File: src/hdl/sfh_pkg.sv
package sfh_pkg;

    // Field widths
    localparam int LEN_W    = 16;
    localparam int HASH_W   = 32;
    localparam int BUCKET_W = 16;
    localparam int BYTE_W   = 8;

    // Significant bits of the stated length (16 or more keeps all 16 bits)
    localparam int LENGTH_BITS = 16;
    localparam logic [LEN_W-1:0] LEN_MASK =
        (LENGTH_BITS >= LEN_W) ? {LEN_W{1'b1}} : LEN_W'((64'd1 << LENGTH_BITS) - 64'd1);

    localparam logic [BUCKET_W-1:0] BUCKET_RESET = BUCKET_W'(256);

    // Avalanche runs two operations per cycle
    localparam int AVAL_STEPS = 3;
    localparam int AVAL_W     = $clog2(AVAL_STEPS);

    // Restoring divider, one quotient bit per cycle
    localparam int DIV_STEPS = HASH_W;
    localparam int DIV_CNT_W = $clog2(DIV_STEPS);

    typedef struct packed {
        logic              byte_en;   // take one accepted byte
        logic              tail_en;   // fold leftover bytes, clear name state
        logic              aval_en;   // one avalanche step
        logic [AVAL_W-1:0] aval_step;
        logic              div_start; // load dividend and divisor
        logic              div_en;    // one divider iteration
        logic              out_load;  // move result into output register
    } t_dp_cmd;

    typedef struct packed {
        logic div_done;
    } t_dp_sts;

endpackage

File: src/hdl/sfh_if.sv
interface sfh_in_if;
    import sfh_pkg::*;
    logic              valid;
    logic              ready;
    logic [BYTE_W-1:0] data_byte;
    logic              first_byte;
    logic              last_byte;
    logic [LEN_W-1:0]  message_length;

    modport source (output valid, output data_byte, output first_byte,
                    output last_byte, output message_length, input ready);
    modport sink   (input valid, input data_byte, input first_byte,
                    input last_byte, input message_length, output ready);
endinterface

interface sfh_out_if;
    import sfh_pkg::*;
    logic                valid;
    logic                ready;
    logic [HASH_W-1:0]   hash_value;
    logic [BUCKET_W-1:0] bucket_index;

    modport source (output valid, output hash_value, output bucket_index, input ready);
    modport sink   (input valid, input hash_value, input bucket_index, output ready);
endinterface

File: src/hdl/sfh_dp.sv
module sfh_dp (
    input  logic                      i_clk,
    input  logic                      i_rst_n,
    input  sfh_pkg::t_dp_cmd          i_cmd,
    output sfh_pkg::t_dp_sts          o_sts,
    input  logic [sfh_pkg::BYTE_W-1:0]   i_data_byte,
    input  logic                      i_first_byte,
    input  logic [sfh_pkg::LEN_W-1:0]    i_message_length,
    input  logic                      i_cfg_wr_en,
    input  logic [sfh_pkg::BUCKET_W-1:0] i_cfg_wr_data,
    output logic [sfh_pkg::HASH_W-1:0]   o_hash_value,
    output logic [sfh_pkg::BUCKET_W-1:0] o_bucket_index
);
    import sfh_pkg::*;

    function automatic logic [HASH_W-1:0] sext8(input logic [BYTE_W-1:0] b);
        return {{(HASH_W-BYTE_W){b[BYTE_W-1]}}, b};
    endfunction

    function automatic logic [HASH_W-1:0] mix_group(input logic [HASH_W-1:0] h_in,
                                                    input logic [15:0] w0,
                                                    input logic [15:0] w1);
        logic [HASH_W-1:0] h;
        logic [HASH_W-1:0] t;
        h = h_in + HASH_W'(w0);
        t = (HASH_W'(w1) << 11) ^ h;
        h = (h << 16) ^ t;
        h = h + (h >> 11);
        return h;
    endfunction

    function automatic logic [HASH_W-1:0] fold_tail(input logic [HASH_W-1:0] h_in,
                                                    input logic [23:0] held,
                                                    input logic [1:0] cnt);
        logic [HASH_W-1:0] h;
        h = h_in;
        case (cnt)
            2'd3: begin
                h = h + HASH_W'(held[15:0]);
                h = h ^ (h << 16);
                h = h ^ (sext8(held[23:16]) << 18);
                h = h + (h >> 11);
            end
            2'd2: begin
                h = h + HASH_W'(held[15:0]);
                h = h ^ (h << 11);
                h = h + (h >> 17);
            end
            2'd1: begin
                h = h + sext8(held[7:0]);
                h = h ^ (h << 10);
                h = h + (h >> 1);
            end
            default: h = h_in;
        endcase
        return h;
    endfunction

    function automatic logic [HASH_W-1:0] aval(input logic [HASH_W-1:0] h_in,
                                               input logic [AVAL_W-1:0] step);
        logic [HASH_W-1:0] h;
        h = h_in;
        case (step)
            AVAL_W'(0): begin
                h = h ^ (h << 3);
                h = h + (h >> 5);
            end
            AVAL_W'(1): begin
                h = h ^ (h << 4);
                h = h + (h >> 17);
            end
            default: begin
                h = h ^ (h << 25);
                h = h + (h >> 6);
            end
        endcase
        return h;
    endfunction

    logic [HASH_W-1:0]    r_acc, n_acc;
    logic [23:0]          r_pend, n_pend;
    logic [1:0]           r_cnt, n_cnt;
    logic                 r_empty, n_empty;
    logic [HASH_W-1:0]    r_h;
    logic [HASH_W-1:0]    r_dvd;
    logic [BUCKET_W-1:0]  r_rem;
    logic [BUCKET_W-1:0]  r_dvs;
    logic [DIV_CNT_W-1:0] r_div_cnt;
    logic [BUCKET_W-1:0]  r_bucket;
    logic [HASH_W-1:0]    r_out_hash;
    logic [BUCKET_W-1:0]  r_out_bucket;

    logic [HASH_W-1:0]   base_acc;
    logic [23:0]         base_pend;
    logic [1:0]          base_cnt;
    logic                base_empty;
    logic [LEN_W-1:0]    len_m;
    logic [HASH_W-1:0]   h_aval;
    logic [BUCKET_W:0]   rem_sh;
    logic [BUCKET_W:0]   rem_diff;

    // Byte intake: reseed on a first mark, then hold or mix
    always_comb begin
        len_m      = i_message_length & LEN_MASK;
        base_acc   = i_first_byte ? HASH_W'(len_m) : r_acc;
        base_pend  = i_first_byte ? 24'd0 : r_pend;
        base_cnt   = i_first_byte ? 2'd0 : r_cnt;
        base_empty = i_first_byte ? (len_m == '0) : r_empty;
        n_acc      = base_acc;
        n_pend     = base_pend;
        n_cnt      = base_cnt;
        n_empty    = base_empty;
        if (!base_empty) begin
            if (base_cnt == 2'd3) begin
                n_acc  = mix_group(base_acc, base_pend[15:0], {i_data_byte, base_pend[23:16]});
                n_pend = 24'd0;
                n_cnt  = 2'd0;
            end else begin
                case (base_cnt)
                    2'd0:    n_pend[7:0]   = i_data_byte;
                    2'd1:    n_pend[15:8]  = i_data_byte;
                    default: n_pend[23:16] = i_data_byte;
                endcase
                n_cnt = base_cnt + 2'd1;
            end
        end
    end

    assign h_aval   = aval(r_h, i_cmd.aval_step);
    assign rem_sh   = {r_rem, r_dvd[HASH_W-1]};
    assign rem_diff = rem_sh - {1'b0, r_dvs};

    assign o_sts.div_done = i_cmd.div_en && (r_div_cnt == DIV_CNT_W'(DIV_STEPS - 1));

    always_ff @(posedge i_clk) begin
        if (!i_rst_n) begin
            r_acc    <= '0;
            r_pend   <= '0;
            r_cnt    <= '0;
            r_empty  <= 1'b0;
            r_bucket <= BUCKET_RESET;
        end else begin
            if (i_cfg_wr_en) begin
                r_bucket <= i_cfg_wr_data;
            end
            if (i_cmd.byte_en) begin
                r_acc   <= n_acc;
                r_pend  <= n_pend;
                r_cnt   <= n_cnt;
                r_empty <= n_empty;
            end else if (i_cmd.tail_en) begin
                r_acc   <= '0;
                r_pend  <= '0;
                r_cnt   <= '0;
                r_empty <= 1'b0;
            end
        end
    end

    always_ff @(posedge i_clk) begin
        if (i_cmd.tail_en) begin
            r_h <= r_empty ? '0 : fold_tail(r_acc, r_pend, r_cnt);
        end else if (i_cmd.aval_en) begin
            r_h <= h_aval;
        end
        if (i_cmd.div_start) begin
            r_dvd     <= h_aval;
            r_dvs     <= r_bucket;
            r_rem     <= '0;
            r_div_cnt <= '0;
        end else if (i_cmd.div_en) begin
            r_dvd     <= {r_dvd[HASH_W-2:0], 1'b0};
            r_rem     <= rem_diff[BUCKET_W] ? rem_sh[BUCKET_W-1:0] : rem_diff[BUCKET_W-1:0];
            r_div_cnt <= r_div_cnt + DIV_CNT_W'(1);
        end
        if (i_cmd.out_load) begin
            r_out_hash   <= r_h;
            r_out_bucket <= (r_dvs == '0) ? '0 : r_rem;
        end
    end

    assign o_hash_value   = r_out_hash;
    assign o_bucket_index = r_out_bucket;

endmodule

File: src/hdl/sfh_ctrl.sv
module sfh_ctrl (
    input  logic             i_clk,
    input  logic             i_rst_n,
    input  logic             i_in_valid,
    input  logic             i_in_last,
    output logic             o_in_ready,
    output logic             o_out_valid,
    input  logic             i_out_ready,
    output sfh_pkg::t_dp_cmd o_cmd,
    input  sfh_pkg::t_dp_sts i_sts
);
    import sfh_pkg::*;

    localparam logic [2:0] ST_BYTE = 3'd0;
    localparam logic [2:0] ST_TAIL = 3'd1;
    localparam logic [2:0] ST_AVAL = 3'd2;
    localparam logic [2:0] ST_DIV  = 3'd3;
    localparam logic [2:0] ST_LOAD = 3'd4;

    logic [2:0]        r_state, n_state;
    logic [AVAL_W-1:0] r_step, n_step;
    logic              r_out_valid, n_out_valid;
    logic              in_acc;
    logic              aval_last;

    assign o_in_ready = (r_state == ST_BYTE);
    assign in_acc     = i_in_valid && o_in_ready;
    assign aval_last  = (r_step == AVAL_W'(AVAL_STEPS - 1));

    always_comb begin
        n_state     = r_state;
        n_step      = r_step;
        n_out_valid = r_out_valid && !i_out_ready;
        o_cmd       = '0;
        o_cmd.aval_step = r_step;
        unique case (r_state)
            ST_BYTE: begin
                o_cmd.byte_en = in_acc;
                if (in_acc && i_in_last) begin
                    n_state = ST_TAIL;
                end
            end
            ST_TAIL: begin
                o_cmd.tail_en = 1'b1;
                n_step        = '0;
                n_state       = ST_AVAL;
            end
            ST_AVAL: begin
                o_cmd.aval_en = 1'b1;
                n_step        = r_step + AVAL_W'(1);
                if (aval_last) begin
                    o_cmd.div_start = 1'b1;
                    n_state         = ST_DIV;
                end
            end
            ST_DIV: begin
                o_cmd.div_en = 1'b1;
                if (i_sts.div_done) begin
                    n_state = ST_LOAD;
                end
            end
            ST_LOAD: begin
                if (!r_out_valid || i_out_ready) begin
                    o_cmd.out_load = 1'b1;
                    n_out_valid    = 1'b1;
                    n_state        = ST_BYTE;
                end
            end
            default: n_state = ST_BYTE;
        endcase
    end

    always_ff @(posedge i_clk) begin
        if (!i_rst_n) begin
            r_state     <= ST_BYTE;
            r_step      <= '0;
            r_out_valid <= 1'b0;
        end else begin
            r_state     <= n_state;
            r_step      <= n_step;
            r_out_valid <= n_out_valid;
        end
    end

    assign o_out_valid = r_out_valid;

`ifndef SYNTHESIS
    a_last_to_tail: assert property (@(posedge i_clk) disable iff (!i_rst_n)
        (in_acc && i_in_last) |=> (r_state == ST_TAIL))
        else $error("last byte did not start the tail fold");
    a_aval_to_div: assert property (@(posedge i_clk) disable iff (!i_rst_n)
        (r_state == ST_AVAL && aval_last) |=> (r_state == ST_DIV))
        else $error("divider not started after avalanche");
    a_done_in_div: assert property (@(posedge i_clk) disable iff (!i_rst_n)
        i_sts.div_done |-> (r_state == ST_DIV))
        else $error("divider done outside divide state");
    a_no_overwrite: assert property (@(posedge i_clk) disable iff (!i_rst_n)
        (r_state == ST_LOAD && r_out_valid && !i_out_ready) |=>
            (r_state == ST_LOAD && r_out_valid))
        else $error("pending result overwritten");
`endif

endmodule

File: src/hdl/superfasthash_bucket_index.sv
// Channel   Dir  Payload                                             Notes
// i_in      in   data_byte, first_byte, last_byte, message_length   one byte per transaction
// o_out     out  hash_value, bucket_index                            one per name
// cfg       in   i_cfg_wr_data (bucket_count)                        write on i_cfg_wr_en
//
// Sequence: after the last byte of a name no byte is taken until the block has run
//   the tail fold, 3 avalanche steps, 32 divider iterations and the result load.
//   The restoring divider (one remainder bit per cycle) sets the per-name overhead.
// Reset: synchronous, active low; bucket_count returns to 256, hash state clears.
// Stalls: a finished result waits in the output register while bytes of the next
//   name are taken; only the load of the following result waits on o_out.ready.
module superfasthash_bucket_index (
    input  logic                         i_clk,
    input  logic                         i_rst_n,
    sfh_in_if.sink                       i_in,
    sfh_out_if.source                    o_out,
    input  logic                         i_cfg_wr_en,
    input  logic [sfh_pkg::BUCKET_W-1:0] i_cfg_wr_data
);
    import sfh_pkg::*;

    t_dp_cmd cmd;
    t_dp_sts sts;

    // Sequencer: byte intake, tail, avalanche, divide, result load
    sfh_ctrl u_ctrl (
        .i_clk       (i_clk),
        .i_rst_n     (i_rst_n),
        .i_in_valid  (i_in.valid),
        .i_in_last   (i_in.last_byte),
        .o_in_ready  (i_in.ready),
        .o_out_valid (o_out.valid),
        .i_out_ready (o_out.ready),
        .o_cmd       (cmd),
        .i_sts       (sts)
    );

    // Hash state, avalanche, bucket divider and output registers
    sfh_dp u_dp (
        .i_clk            (i_clk),
        .i_rst_n          (i_rst_n),
        .i_cmd            (cmd),
        .o_sts            (sts),
        .i_data_byte      (i_in.data_byte),
        .i_first_byte     (i_in.first_byte),
        .i_message_length (i_in.message_length),
        .i_cfg_wr_en      (i_cfg_wr_en),
        .i_cfg_wr_data    (i_cfg_wr_data),
        .o_hash_value     (o_out.hash_value),
        .o_bucket_index   (o_out.bucket_index)
    );

endmodule

File: src/flat_wrapper.sv
// flat-port wrapper written by rule: the top's interface ports become plain ports
module superfasthash_bucket_index_flat import sfh_pkg::*;
  (i_clk, i_rst_n, i_cfg_wr_en, i_cfg_wr_data, i_in_valid, i_in_data_byte, i_in_first_byte, i_in_last_byte, i_in_message_length, i_in_ready, o_out_valid, o_out_hash_value, o_out_bucket_index, o_out_ready);
  sfh_in_if i_in_i ();
  sfh_out_if o_out_i ();
  input  logic i_clk;
  input  logic i_rst_n;
  input  logic i_cfg_wr_en;
  input  logic [sfh_pkg::BUCKET_W-1:0] i_cfg_wr_data;
  input wire logic [$bits(i_in_i.valid)-1:0] i_in_valid;
  input wire logic [$bits(i_in_i.data_byte)-1:0] i_in_data_byte;
  input wire logic [$bits(i_in_i.first_byte)-1:0] i_in_first_byte;
  input wire logic [$bits(i_in_i.last_byte)-1:0] i_in_last_byte;
  input wire logic [$bits(i_in_i.message_length)-1:0] i_in_message_length;
  output wire logic [$bits(i_in_i.ready)-1:0] i_in_ready;
  output wire logic [$bits(o_out_i.valid)-1:0] o_out_valid;
  output wire logic [$bits(o_out_i.hash_value)-1:0] o_out_hash_value;
  output wire logic [$bits(o_out_i.bucket_index)-1:0] o_out_bucket_index;
  input wire logic [$bits(o_out_i.ready)-1:0] o_out_ready;
  assign i_in_i.valid = i_in_valid;
  assign i_in_i.data_byte = i_in_data_byte;
  assign i_in_i.first_byte = i_in_first_byte;
  assign i_in_i.last_byte = i_in_last_byte;
  assign i_in_i.message_length = i_in_message_length;
  assign i_in_ready = i_in_i.ready;
  assign o_out_valid = o_out_i.valid;
  assign o_out_hash_value = o_out_i.hash_value;
  assign o_out_bucket_index = o_out_i.bucket_index;
  assign o_out_i.ready = o_out_ready;
  superfasthash_bucket_index u_core (.i_clk(i_clk), .i_rst_n(i_rst_n), .i_in(i_in_i), .o_out(o_out_i), .i_cfg_wr_en(i_cfg_wr_en), .i_cfg_wr_data(i_cfg_wr_data));
endmodule
File: config.mk
export PLATFORM = sky130hd
export DESIGN_NAME = superfasthash_bucket_index_flat
export DESIGN_NICKNAME = d
export VERILOG_FILES = /design/src/hdl/sfh_pkg.sv /design/src/hdl/sfh_if.sv /design/src/hdl/sfh_dp.sv /design/src/hdl/sfh_ctrl.sv /design/src/hdl/superfasthash_bucket_index.sv /design/src/flat_wrapper.sv
export SDC_FILE = /design/constraint.sdc
export NUM_CORES = 1
export LEC_CHECK = 0
export BUFFER_PORTS_ARGS = -buffer_cell sky130_fd_sc_hd__buf_2
export CAP_MARGIN = 20
export CORE_AREA = 2 2 276 278
export DETAILED_ROUTE_END_ITERATION = 8
export DIE_AREA = 0 0 278 280
export MAX_ROUTING_LAYER = met4
export PLACE_DENSITY_LB_ADDON = 0.05
export SKIP_LAST_GASP = 1
export SLEW_MARGIN = 40
export SYNTH_ARGS = -nofsm -noshare
export SYNTH_HDL_FRONTEND = slang
export SYNTH_HIERARCHICAL = 1
export SYNTH_SLANG_ARGS = --single-unit
File: constraint.sdc
create_clock -name i_clk -period 8.25 [get_ports i_clk]
set_clock_uncertainty 0.1 [all_clocks]
set_input_delay 1.2375 -clock i_clk [delete_from_list [all_inputs] [get_ports i_clk]]
set_output_delay 1.2375 -clock i_clk [all_outputs]
set_load 0.02 [all_outputs]
==> run summary, run 1 <==
Status: completed
CP startpoint kind: input pin
Hold_sp: u_core/u_dp/r_bucket[4]
PwrDens: 393 nW/um^2
# DRC: 0
Worst-path clk slew: 60 ps
Cell variety after synth: 105
GRT Overall Usage: 25.7%
Most frequent CP cell: a21oi_1
Fin worst setup slack: 896 ps
Crit Path Class: input pin to flip-flop
Gr ovfl total: 0
CTS buffer count: 30
Reg2reg start: u_core/u_dp/r_acc[0]
Setup Fix Bufs, Post-CTS: 0
Post-synthesis register bit count: 230
Post-DR vias/cell: 5.67
Synth cell count leaders: xnor2_1, ha_1, nor2_1
Final setup violating endpoints: 0
CTS Hold Bufs: 0
RSZ-0062 raised after global routing: false
CP max FO: 17
Starting Density: 33.7%
Initial antenna violation count: 3
Critical R2R Capture: u_core/u_dp/r_h[28]
Lkg Pwr: 11.6 nW
Worst R2R Setup Slack: 1090 ps
Sequential fraction of the synthesis area: 23.2%
Number of cells on the worst hold path: 0
F_max: 136 MHz
Synth area leaders: edfxtp_1, ha_1, xnor2_1
WP data arrival: 7740 ps
Yosys warns: 6
Largest net degree at the start of global routing: 75
Detailed-route via count: 23078
Max Buffers Root-to-Sink: 3
Cts repair resizes: 0
Synth top area share: 15.2%
Htree depth: 1
Die width: 278 um
DRT iter0 DRCs: 1930
Post-synth EDFFs: 128
Clk_lat worst skew: 620 ps
CTS tree: yes
Cells after Synth: 3000
Syn_nets: 3290
Placer Congestion: 0.968
Dominant synthesized flop cell: edfxtp_1
Drt wl/cell: 24.6 um
Final hold violations: 0
Final HPWL DP: 80000 um
Number of port buffers: 96
Filler instances: 7696
Total core area: 75200 um^2
Footprint of the multi-input gates: 18500 um^2
Worst hold-check path type: flip-flop to flip-flop
Max Cap Viol: 0
Tmin final: 7350 ps
Worst-Margin Slew: 882 ps
Min Hold Slack: 329 ps
Ys async rst share: 0%
R2R depth: 23
Die area: 77800 um^2
Worst slack, placed: 414 ps
Hold endpoint: u_core/u_dp/r_dvs[4]
Max incr delay on CP: 550 ps
FP Rows: 101
Post-synthesis instance area: 25300 um^2
FF+latch area: 5890 um^2
CP Cell Sequence: buf_2 -> mux2_2 -> ha_1 -> a21o_1 -> a21oi_1 -> o21bai_1 -> a2111oi_4 -> or4_1 -> a21oi_2 -> or2_1 -> mux4_2 -> nand2_1 -> inv_1 -> ha_1 -> inv_1 -> o41ai_1 -> a41oi_1 -> a21oi_1 -> a21oi_1 -> o21ai_0 -> a21oi_1 -> nor2_1 -> nand3_1 -> a32o_1
Worst path slowest cell: or4_1
Most frequent cell after synthesis: xnor2_1
Biggest area consumer among synthesized cells: edfxtp_1
Detailed Route WL: 100000 um
Vias in the first global route: 22668
NumNets Final: 3354
Maximum VDD drop: 0.175 mV
Fin Setup TNS: 0 ps
Sink Count: 230
Critical path endpoint category: flip-flop
First-pass GRT wire length: 146000 um
Clock root cell: clkbuf_16
Relative slew slack: 40.8%
Crit share post-route: 89.1%
IO Pins: 97
Layout area overhead: 10.6%
Vert. Die Dim: 280 um
WP data required: 8640 ps
Mean Syn Cell Area: 8.44 um^2
Final ANT Viol Nets: 0
Max Slew Vio Count: 0
Layout cells sized above 1: 9.78%
Pre-antenna DRT Iters: 6
[state kept, by name, summed over array words and instances (netlist names)]
register                    flops
u_core/u_dp/r_acc              32
u_core/u_ctrl/o_out_valid       1
u_core/u_dp/r_dvs              16
u_core/u_dp/r_dvd              32
u_core/u_ctrl/r_step            2
u_core/u_dp/r_div_cnt           5
u_core/u_dp/r_pend             24
u_core/u_dp/r_empty             1
u_core/u_dp/r_h                32
u_core/u_dp/r_bucket           16
u_core/u_dp/o_bucket_index     16
u_core/u_dp/r_rem              16
u_core/u_dp/r_cnt               2
u_core/u_dp/o_hash_value       32
u_core/u_ctrl/r_state           3
[through the flow]
step | power, W | instance area [um^2] | std cells | utilization, %
global route | 0.0120 | 28000 | 4069 | 37.2
CTS | 0.0110 | 28000 | 4066 | 37.2
floorplan | 0.00740 | 25300 | 3000 | -
finish | 0.0110 | 28000 | 4069 | 37.2
detailed placement | 0.00964 | 27000 | 4010 | 35.9
global placement | 0.00961 | 26900 | 4009 | 35.8
[critical path, delay by kind of cell]
family / cells / cell delay, ps
buffers and inverters: 3 / 470
muxes: 2 / 790
adders and majority gates: 2 / 690
AOI/OAI and AO/OA: 12 / 3090
and+or+nand+nor: 5 / 1460
[worst max-delay path by stage]
stage / startpoint / cells past startpoint / to / slack (ps)
6_report: i_in_first_byte / 24 / u_core/u_dp/r_acc[30] / 900
5_1_grt: u_core/u_dp/r_acc[0] / 23 / u_core/u_dp/r_h[28] / 590
4_1_cts: i_in_first_byte / 24 / u_core/u_dp/r_acc[30] / 1050
3_5_place_dp: i_in_first_byte / 24 / u_core/u_dp/r_acc[30] / 410
3_3_place_gp: i_in_first_byte / 24 / u_core/u_dp/r_acc[30] / 540
2_1_floorplan: i_in_first_byte / 27 / u_core/u_dp/r_acc[31] / 490
[power breakdown]
| group | internal (W) | switching [W] | leakage (nW) | total, W |
|---|---|---|---|---|
| combinational | 0.00308 | 0.00470 | 9.09 | 0.00778 |
| clock | 0.000747 | 0.000569 | 0.486 | 0.00132 |
| sequential | 0.00153 | 0.000386 | 2.00 | 0.00191 |
[cells by family after synthesis]
group           after synthesis  synth area share [%]
mux                         121                  5.44
compound gates              842                  22.4
flops                       230                  23.2
xor+xnor                    412                  14.8
buf+inv                     247                  3.83
simple gates                905                  18.0
fa+ha+maj                   243                  12.3
[metal layers]
layer	track usage [%]	part of all wire, %	up-vias
met5	-	0	-
met4	9.58	4.0	0
met3	3.98	5.6	172
met2	41.3	46	704
met1	32.6	45	11088
li1	-	-	11114
[layout make-up]
cell class | instances | area share (%)
Antenna cell | 3 | 0.0268
Clock buffer | 35 | 2.93
Clock inverter | 21 | 0.630
Inverter | 136 | 1.82
Multi-Input combinational cell | 2523 | 66.1
Sequential cell | 230 | 21.0
Tap cell | 978 | 4.37
Timing Repair Buffer | 143 | 3.05
[layout by cell type (no fill, tap or decap), drive strengths merged, types with 23 or more instances in the layout]
cell type / instances
nor2b: 90
nor2: 231
nand3: 65
and2: 60
xnor2: 240
and3: 34
nor3: 60
a21o: 81
dfxtp: 102
o21ai: 174
buf: 143
nand2b: 42
xor2: 163
mux2i: 81
mux2: 30
nor4: 23
nand2: 205
clkbuf: 35
nand4: 30
a211oi: 62
o21bai: 30
ha: 233
edfxtp: 128
inv: 137
a21oi: 214
o21a: 30
Note: power is estimated with default switching activity, not from simulation.
==> inputs of run 2 (changes only) <==
--- a/config.mk
+++ b/config.mk
@@ -8,6 +8,7 @@
 export BUFFER_PORTS_ARGS = -buffer_cell sky130_fd_sc_hd__buf_2
 export CAP_MARGIN = 20
 export CORE_AREA = 2 2 276 278
+export CTS_CLUSTER_SIZE = 8
 export DETAILED_ROUTE_END_ITERATION = 8
 export DIE_AREA = 0 0 278 280
 export MAX_ROUTING_LAYER = met4
==> constraint.sdc (replaced) <==
create_clock -name i_clk -period 7.4 [get_ports i_clk]
set_clock_uncertainty 0.1 [all_clocks]
set_input_delay 1.11 -clock i_clk [delete_from_list [all_inputs] [get_ports i_clk]]
set_output_delay 1.11 -clock i_clk [all_outputs]
set_load 0.02 [all_outputs]
==> run summary, run 2 (synthesized netlist as in run 1, its figures left out) <==
F_max: 145 MHz
DR top layer: met4
Layout cells sized above 1: 10.3% (+0.51 points)
DRT iter0 DRCs: 1640 (-15%)
Critical path endpoint category: flip-flop
Worst hold-check path type: flip-flop to flip-flop
Commonest cells after routing, fill and taps aside: xnor2_1, ha_1, nor2_1
Clock network power share: 12.5% (+0.5 points)
Max Cap Viol: 0 (unchanged)
Non-filler cells, final: 4101 (+0.79%)
Sink Count: 230 (unchanged)
Die width: 278 um (unchanged)
R2R depth: 22 (-4.3%)
Most frequent CP cell: o21ai_0
CTS Hold Bufs: 0 (unchanged)
Number of cells on the worst hold path: 0 (unchanged)
Vias in the first global route: 22603 (-0.29%)
Delay-heaviest family, CP: compound AO/OA/AOI/OAI gates
Starting Density: 33.7% (unchanged)
Layout area overhead: 11.6%
Pint: 0.00607 W (+13%)
First-pass GRT wire length: 148000 um (+1.1%)
Total core area: 75200 um^2 (unchanged)
CP Cell Sequence: ha_1 -> fa_1 -> a21o_1 -> a221oi_2 -> o21a_1 -> o21ai_1 -> a41oi_1 -> o21ai_0 -> and2_1 -> fa_1 -> nor2b_1 -> o21ai_0 -> a21boi_0 -> o21ai_0 -> a21oi_1 -> o21ai_0 -> mux2i_1 -> a31oi_2 -> nor4_1 -> mux2i_1 -> a21oi_1 -> a211o_1
Final setup violating endpoints: 0 (unchanged)
CTS tree: yes
Worst slack, placed: 120 ps (-294 ps)
Placer Congestion: 0.963 (-0.48%)
WL met1: 44700 um (+0.10%)
IO Pins: 97 (unchanged)
GRT Overall Usage: 26.0% (+0.30 points)
Clk_lat worst skew: 580 ps (-40 ps)
Maximum VDD drop: 0.211 mV (+21%)
Gr ovfl total: 0 (unchanged)
Met3 WL: 4440 um (-22%)
# DRC: 0 (unchanged)
Final Cell Area: 28200 um^2 (+0.86%)
Htree depth: 2 (+1)
FP Rows: 101 (unchanged)
Post-DR vias/cell: 5.66 (-0.14%)
Initial antenna violation count: 0 (-3)
CTS buffer count: 36 (+20%)
CP startpoint kind: flip-flop
Die area: 77800 um^2 (unchanged)
Vert. Die Dim: 280 um (unchanged)
Crit share post-route: 93.3%
Core Util, Final: 37.6% (+0.32 points)
Final ANT Viol Nets: 0 (unchanged)
Commonest non-fill, non-tap cell in the layout: xnor2_1
Met2 Wirelength: 48100 um (+4.9%)
Worst-Margin Slew: 806 ps (-76.5 ps)
Pre-antenna DRT Iters: 6 (unchanged)
Cts repair resizes: 0 (unchanged)
NumNets Final: 3389 (+1.0%)
Relative slew slack: 44.9% (+4.1 points)
Detailed Route WL: 101000 um (+0.83%)
Final HPWL DP: 81000 um (+1.2%)
Fin Setup TNS: 0 ps (unchanged)
Worst path slowest cell: a41oi_1
Setup Fix Bufs, Post-CTS: 0 (unchanged)
CP max FO: 7 (-10)
Max Slew Vio Count: 0 (unchanged)
Tmin final: 6910 ps
Detailed-route via count: 23227 (+0.65%)
Combinational share of power: 70.5% (-0.2 points)
Largest net degree at the start of global routing: 66 (-12%)
RSZ-0062 raised after global routing: false
Switching share of total power: 51.5% (+0.21 points)
Crit path buf inv count: 0 (-3)
WP data required: 7590 ps (-1050 ps)
Max Buffers Root-to-Sink: 3 (unchanged)
Lkg Pwr: 11.7 nW (+1.4%)
Drt wl/cell: 24.6 um (about the same)
Crit. path cell count: 22 (-8.3%)
Worst-path clk slew: 50 ps (about the same)
Crit Path Class: flip-flop to flip-flop
Post-DP Area: 27200 um^2 (+0.75%)
Switch Pwr: 0.00645 W (+14%)
Max incr delay on CP: 500 ps (-50 ps)
Fin worst setup slack: 493 ps (-403 ps)
Inst Count DP: 4039 (+0.72%)
Status: completed
Filler instances: 7713 (+0.22%)
Final hold violations: 0 (unchanged)
WP data arrival: 7100 ps (-640 ps)
Number of port buffers: 96 (unchanged)
Clock root cell: clkbuf_16
PwrDens: 443 nW/um^2 (+13%)
Register share of total power: 17.0% (-0.4 points)
## run 2: power groups by stage
stage                     Sequential, W  Combinational, W  Clock, W
after detailed placement        0.00215           0.00868         0
after global placement          0.00216           0.00866         0
after global routing            0.00215           0.00974   0.00167
final                           0.00213           0.00883   0.00157
after CTS                       0.00213           0.00874   0.00162
after floorplan                 0.00189           0.00635         0
## run 2: path summary, 6_finish.rpt
| path | from | end | slack [ps] |
|---|---|---|---|
| max | u_core/u_dp/r_pend[0] | u_core/u_dp/r_h[28] | 490 |
| min | u_core/u_dp/r_bucket[8] | u_core/u_dp/r_dvs[8] | 330 |
| max reg2reg | u_core/u_dp/r_pend[0] | u_core/u_dp/r_h[28] | 490 |
| min reg2reg | u_core/u_dp/r_bucket[8] | u_core/u_dp/r_dvs[8] | 330 |
## run 2: layout make-up
| class | instances | area (um^2) | share of cell area (%) |
|---|---|---|---|
| inverter | 136 | 510 | 1.81 |
| antenna | 2 | 5.00 | 0.0177 |
| tap | 978 | 1220 | 4.33 |
| sequential | 230 | 5890 | 20.9 |
| clock inverter | 6 | 58.8 | 0.208 |
| timing repair buffer | 172 | 1050 | 3.72 |
| clock buffer | 54 | 978 | 3.46 |
| multi-input combinational | 2523 | 18500 | 65.6 |
## run 2: through the flow
stage	hold slack, ps	power (W)
CTS	333	0.0125
finish	331	0.0125
floorplan	308	0.00825
global placement	318	0.0108
global route	340	0.0136
detailed placement	320	0.0108
## run 2: metal layers
metal | vias to the layer above | GRT usage (%)
met3 | 152 | 2.95
met2 | 603 | 43.5
met1 | 11279 | 32.6
met5 | - | -
met4 | 0 | 8.73
li1 | 11193 | -
==> inputs of run 3 (changes only) <==
--- a/config.mk
+++ b/config.mk
@@ -7,12 +7,13 @@
 export LEC_CHECK = 0
 export BUFFER_PORTS_ARGS = -buffer_cell sky130_fd_sc_hd__buf_2
 export CAP_MARGIN = 20
-export CORE_AREA = 2 2 276 278
+export CORE_AREA = 2 2 309 250
 export CTS_CLUSTER_SIZE = 8
 export DETAILED_ROUTE_END_ITERATION = 8
-export DIE_AREA = 0 0 278 280
+export DIE_AREA = 0 0 311 252
 export MAX_ROUTING_LAYER = met4
 export PLACE_DENSITY_LB_ADDON = 0.05
+export SKIP_CTS_REPAIR_TIMING = 1
 export SKIP_LAST_GASP = 1
 export SLEW_MARGIN = 40
 export SYNTH_ARGS = -nofsm -noshare
==> run summary, run 3 (synthesized netlist as in run 1, its figures left out) <==
GRT Overall Usage: 26.7% (+0.69 points)
CTS tree: yes
Worst-path clk slew: 60 ps (about the same)
Worst hold-check path type: flip-flop to flip-flop
WP data required: 7580 ps (about the same)
WL met1: 53500 um (+20%)
PwrDens: 440 nW/um^2 (-0.63%)
Max Buffers Root-to-Sink: 3 (unchanged)
NumNets Final: 3404 (+0.44%)
Max incr delay on CP: 570 ps (+70 ps)
Core Util, Final: 37.9% (+0.34 points)
Combinational share of power: 70.0% (-0.5 points)
Die area: 78400 um^2 (+0.68%)
Layout cells sized above 1: 10.7% (+0.44 points)
Relative slew slack: 42.3% (-2.6 points)
Number of cells on the worst hold path: 0 (unchanged)
Final hold violations: 0 (unchanged)
FF+latch area: 5890 um^2 (unchanged)
Worst path slowest cell: a2111oi_0
Crit share post-route: 94.7% (+1.3 points)
Vias in the first global route: 21858 (-3.3%)
Pre-antenna DRT Iters: 7 (+1)
Clock root cell: clkbuf_16
Worst-Margin Slew: 865 ps (+59.7 ps)
R2R depth: 24 (+9.1%)
Initial antenna violation count: 5 (+5)
Final HPWL DP: 83700 um (+3.3%)
Switch Pwr: 0.00639 W (-0.92%)
Pint: 0.00613 W (+1.0%)
Met2 Wirelength: 39700 um (-17%)
Detailed-route via count: 23733 (+2.2%)
Status: completed
Crit Path Class: flip-flop to flip-flop
Commonest cells after routing, fill and taps aside: xnor2_1, ha_1, nor2_1
# DRC: 0 (unchanged)
Fin Setup TNS: 0 ps (unchanged)
RSZ-0062 raised after global routing: false
CP startpoint kind: flip-flop
CTS buffer count: 36 (unchanged)
Critical R2R Capture: u_core/u_dp/r_h[27]
Worst slack, placed: 106 ps (-14.9 ps)
Tmin final: 7010 ps (+98.7 ps)
Critical path endpoint category: flip-flop
IO Pins: 97 (unchanged)
Detailed Route WL: 105000 um (+3.9%)
Inst Count DP: 4088 (+1.2%)
Fin worst setup slack: 394 ps (-98.7 ps)
Non-filler cells, final: 4146 (+1.1%)
FP Rows: 90 (-11%)
Footprint of the multi-input gates: 18500 um^2 (about the same)
Register share of total power: 17.2% (+0.2 points)
Placer Congestion: 0.966 (+0.26%)
Gr ovfl total: 0 (unchanged)
Max Cap Viol: 0 (unchanged)
Starting Density: 33.8% (+0.087 points)
F_max: 143 MHz (-1.4%)
Sink Count: 230 (unchanged)
Worst R2R Setup Slack: 390 ps (-100 ps)
DR top layer: met4
Met3 WL: 10000 um (+130%)
CP max FO: 9 (+2)
Largest net degree at the start of global routing: 77 (+17%)
DRT iter0 DRCs: 2198 (+34%)
First-pass GRT wire length: 151000 um (+1.7%)
Switching share of total power: 51.1% (-0.48 points)
Final setup violating endpoints: 0 (unchanged)
Maximum VDD drop: 0.330 mV (+56%)
Post-DR vias/cell: 5.72 (+1.1%)
WP data arrival: 7180 ps (+80 ps)
Lkg Pwr: 11.8 nW (+0.70%)
Hold endpoint: u_core/u_dp/r_dvs[5]
Die width: 311 um (+12%)
Hold_sp: u_core/u_dp/r_bucket[5]
Vert. Die Dim: 252 um (-10%)
Most frequent CP cell: buf_4
Htree depth: 2 (unchanged)
Filler instances: 7803 (+1.2%)
Layout area overhead: 12.3%
CP Cell Sequence: ha_1 -> nand3_1 -> a211oi_1 -> o21ai_0 -> a2111oi_0 -> nor3_1 -> buf_4 -> xnor2_1 -> inv_1 -> ha_1 -> a21o_1 -> a21o_1 -> a21oi_1 -> a21oi_1 -> a211oi_1 -> buf_4 -> o31a_1 -> o21ai_1 -> nand3_1 -> xor2_1 -> o22ai_1 -> a32oi_1 -> buf_4 -> o21ai_0
Commonest non-fill, non-tap cell in the layout: xnor2_1
Drt wl/cell: 25.3 um (+2.8%)
Total core area: 75000 um^2 (-0.26%)
Clk_lat worst skew: 570 ps (about the same)
Reg2reg start: u_core/u_dp/r_acc[7]
Final ANT Viol Nets: 0 (unchanged)
Number of port buffers: 96 (unchanged)
Clock network power share: 12.9% (+0.4 points)
Max Slew Vio Count: 0 (unchanged)
[run 3: worst max-delay path by stage]
| stage | start | end | slack [ps] | cells past startpoint |
|---|---|---|---|---|
| finish | u_core/u_dp/r_acc[7] | u_core/u_dp/r_h[27] | 390 | 24 |
| global placement | i_in_first_byte | u_core/u_dp/r_acc[31] | 250 | 24 |
| CTS | u_core/u_dp/r_acc[7] | u_core/u_dp/r_h[28] | 600 | 23 |
| detailed placement | i_in_first_byte | u_core/u_dp/r_acc[30] | 110 | 27 |
| floorplan | i_in_first_byte | u_core/u_dp/r_acc[31] | 80 | 27 |
| global route | u_core/u_dp/r_acc[7] | u_core/u_dp/r_h[27] | 40 | 24 |
[run 3: critical path, delay by kind of cell, from the launching register on]
kind            cells  cell delay [ps]
xor+xnor            2              630
fa+ha+maj           2              900
simple gates        3              510
buf+inv             4              700
compound gates     13             3520
flops               1              350
[run 3: power by group through the flow]
stage / sequential [W] / combinational [W] / clock, W
5_1_grt: 0.00217 / 0.00964 / 0.00172
6_report: 0.00215 / 0.00876 / 0.00161
2_1_floorplan: 0.00189 / 0.00635 / 0
3_5_place_dp: 0.00217 / 0.00855 / 0
3_3_place_gp: 0.00217 / 0.00850 / 0
4_1_cts: 0.00215 / 0.00861 / 0.00167
[run 3: final cells by class]
cell class / instances / area share, %
flip-flops and latches: 230 / 20.7
clock buffers: 52 / 3.53
repair buffers: 187 / 4.11
well taps: 1012 / 4.45
inverters: 136 / 1.80
multi-input cells: 2523 / 65.2
diodes: 2 / 0.0176
clock inverters: 4 / 0.207
[run 3: metal layers]
layer / GRT usage (%) / vias up
met4: 4.65 / 0
li1: - / 11222
met3: 8.17 / 101
met2: 34.2 / 803
met5: - / -
met1: 40.3 / 11607
[run 3: per-stage QoR]
step | cell area, um^2 | total power (W) | hold WS [ps]
floorplan | 25300 | 0.00825 | 308
global placement | 27300 | 0.0107 | 315
detailed placement | 27300 | 0.0107 | 312
CTS | 28400 | 0.0124 | 323
global route | 28400 | 0.0135 | 333
finish | 28400 | 0.0125 | 323
